===== config.mk =====
export PLATFORM = sky130hd
export DESIGN_NAME = gafs_ctrl
export DESIGN_NICKNAME = d
export VERILOG_FILES = /design/src/sv/gafs_pkg.sv /design/src/sv/gafs_ctrl.sv
export SDC_FILE = /design/constraint.sdc
export NUM_CORES = 1
export LEC_CHECK = 0
export BUFFER_PORTS_ARGS = -buffer_cell sky130_fd_sc_hd__buf_2
export CELL_PAD_IN_SITES_DETAIL_PLACEMENT = 1
export CELL_PAD_IN_SITES_GLOBAL_PLACEMENT = 2
export CORE_UTILIZATION = 19
export CTS_CLUSTER_SIZE = 12
export DETAILED_ROUTE_END_ITERATION = 8
export GPL_TIMING_DRIVEN = 0
export MAX_ROUTING_LAYER = met4
export PLACE_DENSITY = 0.73
export SLEW_MARGIN = 20
export SYNTH_ARGS = -nofsm -noshare
export SYNTH_HDL_FRONTEND = slang
export SYNTH_SLANG_ARGS = --single-unit

===== constraint.sdc =====
create_clock -name clk_i -period 0.96 [get_ports clk_i]
set_input_delay 0.048 -clock clk_i [delete_from_list [all_inputs] [get_ports clk_i]]
set_output_delay 0.048 -clock clk_i [all_outputs]
set_load 0.02 [all_outputs]

===== src/sv/gafs_pkg.sv =====
// Shared types and constants of the Gaussian aperture field scaler.
// Holds register indexes, register resets, default sizes and the command bundle.
// No dependencies.
package gafs_pkg;

  // Default sizes handed to the top level parameters
  localparam int MAX_GRID_DEF     = 1024;
  localparam int EXP_ENTRIES_DEF  = 256;
  localparam int SAMPLE_WIDTH_DEF = 16;

  // Configuration port and register widths
  localparam int CFG_ADDR_W = 3;
  localparam int CFG_DATA_W = 32;
  localparam int GRID_W     = 11;
  localparam int PITCH_W    = 31;
  localparam int SHIFT_W    = 32;
  localparam int SCALE_W    = 32;
  localparam int AMP_W      = 16;
  localparam int ENT_W      = 16;

  // Register values after reset
  localparam logic [GRID_W-1:0]  GRID_RST  = 11'd256;
  localparam logic [PITCH_W-1:0] PITCH_RST = 31'd65536;
  localparam logic [SCALE_W-1:0] SCALE_RST = 32'd65536;
  localparam logic [AMP_W-1:0]   AMP_RST   = 16'd16384;

  // Register indexes on the configuration port
  typedef enum logic [CFG_ADDR_W-1:0] {
    REG_GRID_POINTS = 3'd0,
    REG_PITCH       = 3'd1,
    REG_ROW_SHIFT   = 3'd2,
    REG_COL_SHIFT   = 3'd3,
    REG_EXP_SCALE   = 3'd4,
    REG_AMPLITUDE   = 3'd5
  } cfg_reg_e;

  // Load strobes from the controller to the datapath, one per step
  typedef struct packed {
    logic accept;
    logic ld_mul;
    logic ld_sub;
    logic ld_abs;
    logic ld_sqr;
    logic ld_sum;
    logic ld_scl;
    logic ld_arg;
    logic ld_idx;
    logic ld_rom;
    logic ld_gain;
    logic ld_scale;
    logic ld_out;
  } cmd_t;

endpackage


===== src/sv/gafs_ctrl.sv =====
// Step sequencer of the Gaussian aperture field scaler.
// Walks one request through the datapath steps and owns the output valid flag.
// Depends on gafs_pkg.
module gafs_ctrl (
  input  logic          clk_i,
  input  logic          rst_ni,
  input  logic          in_valid_i,
  output logic          in_ready_o,
  output logic          out_valid_o,
  input  logic          out_ready_i,
  output gafs_pkg::cmd_t cmd_o
);
  import gafs_pkg::*;

  localparam logic [3:0] ST_IDLE  = 4'd0;
  localparam logic [3:0] ST_MUL   = 4'd1;
  localparam logic [3:0] ST_SUB   = 4'd2;
  localparam logic [3:0] ST_ABS   = 4'd3;
  localparam logic [3:0] ST_SQR   = 4'd4;
  localparam logic [3:0] ST_SUM   = 4'd5;
  localparam logic [3:0] ST_SCL   = 4'd6;
  localparam logic [3:0] ST_ARG   = 4'd7;
  localparam logic [3:0] ST_IDX   = 4'd8;
  localparam logic [3:0] ST_ROM   = 4'd9;
  localparam logic [3:0] ST_GAIN  = 4'd10;
  localparam logic [3:0] ST_SCALE = 4'd11;
  localparam logic [3:0] ST_ROUND = 4'd12;

  logic [3:0] state_q, state_d;
  logic       out_valid_q, out_valid_d;
  logic       accept;
  logic       load_out;

  assign in_ready_o  = (state_q == ST_IDLE);
  assign accept      = in_valid_i && in_ready_o;
  assign load_out    = (state_q == ST_ROUND) && (!out_valid_q || out_ready_i);
  assign out_valid_o = out_valid_q;

  // Decode step strobes
  always_comb begin
    cmd_o          = '0;
    cmd_o.accept   = accept;
    cmd_o.ld_mul   = (state_q == ST_MUL);
    cmd_o.ld_sub   = (state_q == ST_SUB);
    cmd_o.ld_abs   = (state_q == ST_ABS);
    cmd_o.ld_sqr   = (state_q == ST_SQR);
    cmd_o.ld_sum   = (state_q == ST_SUM);
    cmd_o.ld_scl   = (state_q == ST_SCL);
    cmd_o.ld_arg   = (state_q == ST_ARG);
    cmd_o.ld_idx   = (state_q == ST_IDX);
    cmd_o.ld_rom   = (state_q == ST_ROM);
    cmd_o.ld_gain  = (state_q == ST_GAIN);
    cmd_o.ld_scale = (state_q == ST_SCALE);
    cmd_o.ld_out   = load_out;
  end

  // Advance through the steps; hold in the last one while the output is full
  always_comb begin
    state_d = state_q;
    case (state_q)
      ST_IDLE:  if (accept) state_d = ST_MUL;
      ST_MUL:   state_d = ST_SUB;
      ST_SUB:   state_d = ST_ABS;
      ST_ABS:   state_d = ST_SQR;
      ST_SQR:   state_d = ST_SUM;
      ST_SUM:   state_d = ST_SCL;
      ST_SCL:   state_d = ST_ARG;
      ST_ARG:   state_d = ST_IDX;
      ST_IDX:   state_d = ST_ROM;
      ST_ROM:   state_d = ST_GAIN;
      ST_GAIN:  state_d = ST_SCALE;
      ST_SCALE: state_d = ST_ROUND;
      ST_ROUND: if (load_out) state_d = ST_IDLE;
      default:  state_d = ST_IDLE;
    endcase
  end

  // Set valid on load, drop it once the receiver takes the result
  always_comb begin
    out_valid_d = out_valid_q;
    if (load_out) begin
      out_valid_d = 1'b1;
    end else if (out_ready_i) begin
      out_valid_d = 1'b0;
    end
  end

  always_ff @(posedge clk_i or negedge rst_ni) begin
    if (!rst_ni) begin
      state_q     <= ST_IDLE;
      out_valid_q <= 1'b0;
    end else begin
      state_q     <= state_d;
      out_valid_q <= out_valid_d;
    end
  end

endmodule


After elaboration in Yosys (flattened, before gate mapping)
Index checks and enable logic that the tools add are counted.

cells by class
  mux-type cells = 5
  reductions and logical operators = 7
  equality and inequality tests = 14

operator list
  cell                                                                     count
  4-bit case mux with 13 select lines                                      1
  4-bit equality test, second input constant                               5
  4-bit by 3-bit equality test with 1-bit output, second input constant    4
  4-bit by 2-bit equality test with 1-bit output, second input constant    2
  4-bit 2-to-1 mux                                                         2
  4-bit by 1-bit equality test with 1-bit output, second input constant    1
  4-bit logical NOT                                                        1
  1-bit logical AND                                                        2
  1-bit 2-to-1 mux                                                         2
  2-bit by 1-bit inequality test with 1-bit output, second input constant  1
  2-bit inequality test, second input constant                             1
  2-bit AND reduction                                                      1
  2-bit nonzero test                                                       1
  1-bit logical NOT                                                        1
  1-bit logical OR                                                         1

storage, ports and cells
  register bits = 5

Longest topological paths before layout
  depth after elaboration = 5
  mapped depth = 4
  mapped depth without buffers = 3

Worst setup path after synthesis
No wires, ideal clock.

  path type = reg-to-output
  from = register state_q[1]
  to = output port cmd_o[12] in the netlist's numbering
  stages on the path, launching flop included = 5
  buffers on the path = 2
  slack = -0.312 ns
  data arrival time = 1.224 ns
  cell sequence = dfrtp_1 -> buf_4 -> nor4_4 -> and2_1 -> buf_4

on the way
  word-level cells in the longest chain between the ends = 2

RTL lines
  item                      line             text
  start: declaration        gafs_ctrl.sv:29  logic [3:0] state_q, state_d;
  start signal: assignment  gafs_ctrl.sv:93  state_q <= state_d;
  4-bit logical NOT         gafs_ctrl.sv:34  assign in_ready_o = (state_q == ST_IDLE);
  named net in_ready_o      gafs_ctrl.sv:8   output logic in_ready_o,
  1-bit logical AND         gafs_ctrl.sv:35  assign accept = in_valid_i && in_ready_o;
  end: declaration          gafs_ctrl.sv:11  output gafs_pkg::cmd_t cmd_o

The timed path passes the listed nets, and every way through them passes these cells.

Worst setup path after layout
  from = register state_q[1]
  to = output port cmd_o[12] in the netlist's numbering

on the way
  word-level cells in the longest chain between the ends = 2

RTL lines
  item               line
  4-bit logical NOT  gafs_ctrl.sv:34
  1-bit logical AND  gafs_ctrl.sv:35

Every way passes these cells.

==> impl.org <==
** Outcome
- Result of the run :: finished with violations
- Violations in the final reports :: setup timing

** Setup path
- Of all nets on the critical path, the largest fanout is 7.
- Critical Path Stages :: 4
- CP Launch Type :: register
- Cells along the critical path :: buf_6 > nor4_4 > and2_1 > buf_6
- Kind of end point of the critical path :: primary output
- The startpoint identified for the worst register-to-register timing path is state_q[1].
- CP Class :: reg2out
- At the worst endpoint, the required time is about 0.91 ns.
- Critical Path Max Stage Delay :: roughly 0.38 ns
- The number of buffers and inverters on the critical path is 2.
- In this run the critical register-to-register path is captured at state_q[2].
- R2r setup slk :: -0.31 ns
- Data arrival time of the worst path :: between 1 and 1.5 ns
- Gate family responsible for the most delay along the worst path :: simple AND/OR/NAND/NOR gates
- Slowest cell on crit path :: dfrtp_1
- Register-to-Register Path Depth :: 6
- Most numerous cell on the critical path :: buf_6

** Clock tree
- Clock root cell :: clkbuf_4
- Max Buffers Root-to-Sink :: 2
- # clock sinks :: 5
- # H-tree levels :: 1
- The clock reaches the later pin of the worst-skew pair after roughly 0.24 ns.
- Clock tree synthesis inserted a total of 3 buffers.
- Clock tree from TritonCTS :: built
- After clock tree synthesis, the clock-pin slew on the worst setup and hold paths is 0.04 ns.

** Timing
- Across the routed clock network, the largest skew measured is about 0.00092 ns.
- For the pin with the worst max-slew slack, the measured transition is between 0.2 and 0.25 ns.
- Tcrit/Tclk final :: 1.44
- Final count of pins violating max slew :: 0
- Final WS setup :: -0.418 ns
- Hold is met by between 0.1 and 0.15 ns.
- Final count of negative-setup-slack endpoints :: 19
- Adding up every negative setup slack in the final design gives -5.38 ns.
- The number of endpoints with negative hold slack in the final report came to 0.
- Post-layout min period :: around 1.4 ns
- Headroom to the max-slew limit came out at 0.857.
- Highest Clock Rate :: 0.726 GHz
- Setup repair after global routing could not meet its margin everywhere.

** Place
- Placed wire-length estimate after detailed placement :: slightly above 700 um
- At the end of routability-driven placement, the weighted congestion stood at between 0.6 and 0.7.
- Number of cells after detailed placement :: slightly below 90
- Placement Setup Slack :: -0.265 ns
- Count of port buffers added during placement :: 18

** Finish
- Compared with the post-synthesis result, the final layout area differs by 163%.
- At the end of the flow the core is filled with cells to 0.540.
- The net count of the finished layout is 90.
- Once layout is complete, the cells apart from fillers number 110.
- The repair_antennas step left the layout with diodes totalling 0.
- Share of post-route cells with drive strength above 1 :: 0.835

** Route
- Iter 0 DRT Violations :: 2
- Before antenna repair, the detailed router went through 4 iterations.
- For this run, design rule violations remaining after detail routing come to 0.
- The routed layout has 494 vias.
- Residual antenna-violating net count after detailed routing :: 0
- Using the TritonRoute via totals, the vias-per-cell ratio works out to 4.49.
- Routed length per placed instance :: between 15 and 20 um
- After detailed routing, the total wire length is between 1500 and 2000 um.

** Hold path
- Hold-critical path depth :: 3
- Terminating pin of the worst hold path :: state_q[0]
- The startpoint identified for the worst hold timing path is in_valid_i.
- Path category of the worst min-delay check :: in2reg

** GRT
- In the global route stage, met2 resource usage came out at 0.263.
- For this run, global-route usage on met1 was measured as 0.198.
- Pin count of the biggest net entering global routing :: 11
- In the global route stage, met3 resource usage came out at 0.
- Global routing finished with a remaining overflow of 0.
- Across every metal layer, demand over resource in global routing totals 0.172.
- The initial antenna violation count is 0.
- Wire length of the first global-routing pass :: approximately 2300 um
- Top Usage Layer GRT :: met2
- Via count of the first global-routing pass :: 470

** Logic synthesis
- Total nets after synthesis :: 48
- Of the total synthesized cell area, the portion taken by XOR and XNOR cells is 0.
- Compound-gate portion of the synthesized area :: 0.143
- In this run, synthesis produced a sequential element count of 5.
- In this run, distinct cell masters in the synthesized netlist total 19.
- The mapped netlist covers around 360 sq um.
- Top-area cell type share of the netlist area :: 0.350
- Post-Synth Simple-Gate Area :: 0.385
- Mean Syn Cell Area :: 8.13 sq um
- Dominant combinational cell family by area after synthesis :: simple AND/OR/NAND/NOR gates
- Cell type with the highest aggregate area in the netlist :: dfrtp_1
- Total number of yosys warnings :: 0
- Of the total synthesized cell area, the portion taken by full adders, half adders and majority gates is 0.
- Fraction of the yosys area taken by sequential cells :: 0.350
- The cell count after synthesis came out at 44.
- Multiplexer share of the synthesized area :: 0
- Top area cells in the synthesized netlist :: dfrtp_1 (35%), nor3_1 (8.4%), buf_4 (8.4%)

** Power
- Leakage Power :: approximately 0.42 nW
- Cell area power density :: ~3500 mW/mm^2
- Across the VDD grid, the largest voltage drop is around 1.3 mV.

** Floorplan
- The floorplan step defined a core boundary enclosing about 0.0017 sq mm.
- Standard-cell row count :: 15
- Starting utilization of the core area :: 0.205
- Total die area :: 0.00206 sq mm
- I/O pin count :: 19
- From bottom edge to top edge, the die measures approximately 45 um.
- Measured along the x axis, the die boundary spans roughly 45 um.

** Flow run
- The tool flagged a number of max-cap violations equal to 0.
==> worst max-delay path by stage <==
stage | endpoint | start | slack [ns]
5_1_grt | cmd_o[8] | state_q[1] | -0.47
3_3_place_gp | cmd_o[12] | state_q[2] | -0.25
2_1_floorplan | cmd_o[12] | state_q[2] | -0.31
4_1_cts | cmd_o[12] | state_q[1] | -0.40
6_report | cmd_o[12] | state_q[1] | -0.42
3_5_place_dp | cmd_o[12] | state_q[3] | -0.27
==> logic make-up after synthesis <==
| group | Yosys count |
|---|---|
| AOI/OAI and AO/OA | 7 |
| buffers and inverters | 7 |
| DFF | 5 |
| and+or+nand+nor | 25 |
==> cell type report <==
cell class / instances / area [sq um]
Fill cell: 190 / 803
Multi-Input combinational cell: 32 / 362
Timing Repair Buffer: 39 / 348
Sequential cell: 5 / 126
Buffer: 4 / 45.0
Tap cell: 25 / 31.3
Clock buffer: 4 / 26.3
Inverter: 1 / 3.75
==> registers in the layout, indices dropped and copies added, names as in the netlist <==
name and cells:
state_q 4, out_valid_o 1
==> placed cells by master (no fill, tap or decap), drive strengths merged <==
master	count
a21oi	2
buf	42
nor2	7
nor2b	1
o211a	1
nand3	1
inv	1
clkbuf	4
nor3	6
a211oi	1
and2	1
nand2b	3
a21boi	1
nand2	3
nor4	3
dlygate4sd3	1
a31o	1
o211ai	1
dfrtp	5
==> through the flow <==
stage	instance area (sq um)	power [mW]
floorplan	439	1.46
global placement	561	1.77
detailed placement	561	1.76
CTS	817	2.85
global route	942	3.52
finish	942	3.34
==> repair_timing <==
action	in CTS	in global routing
pin swaps	7	10
setup endpoints to repair	19	19
endpoints found under the hold margin	5	0
resized for setup	35	22
buffers inserted	15	8
hold buffers	1	0
==> metal layers <==
metal,up-vias,part of all wire
met2,20,0.52
met3,8,0.032
met4,0,0.064
li1,232,-
met1,234,0.38
met5,-,0
==> where the power goes <==
part | switching [mW] | internal [mW]
Sequential | 0.0685 | 0.303
Combinational | 1.39 | 1.33
Clock | 0.0885 | 0.157
==> Yosys cell counts <==
cell and n:
a31o_2 1, nor3_1 6, a211oi_1 1, buf_4 4, nor4_1 2, nand3_1 1, o211ai_1 1, and2_1 1
buf_2 2, nor4_4 1, dfrtp_1 5, a21oi_1 2, nor2_1 7, nand2_1 3, nand2b_1 3, nor2b_1 1
inv_1 1, o211a_1 1, a21boi_0 1
==> worst reg2reg max path, cell delays in order, from the launching register on <==
cell and delay [ns]:
dfrtp_1 0.38, buf_6 0.15, buf_4 0.14, buf_6 0.10, buf_6 0.10, o211a_1 0.22, nor3_2 0.09
Power figures use the tool's default switching activity.
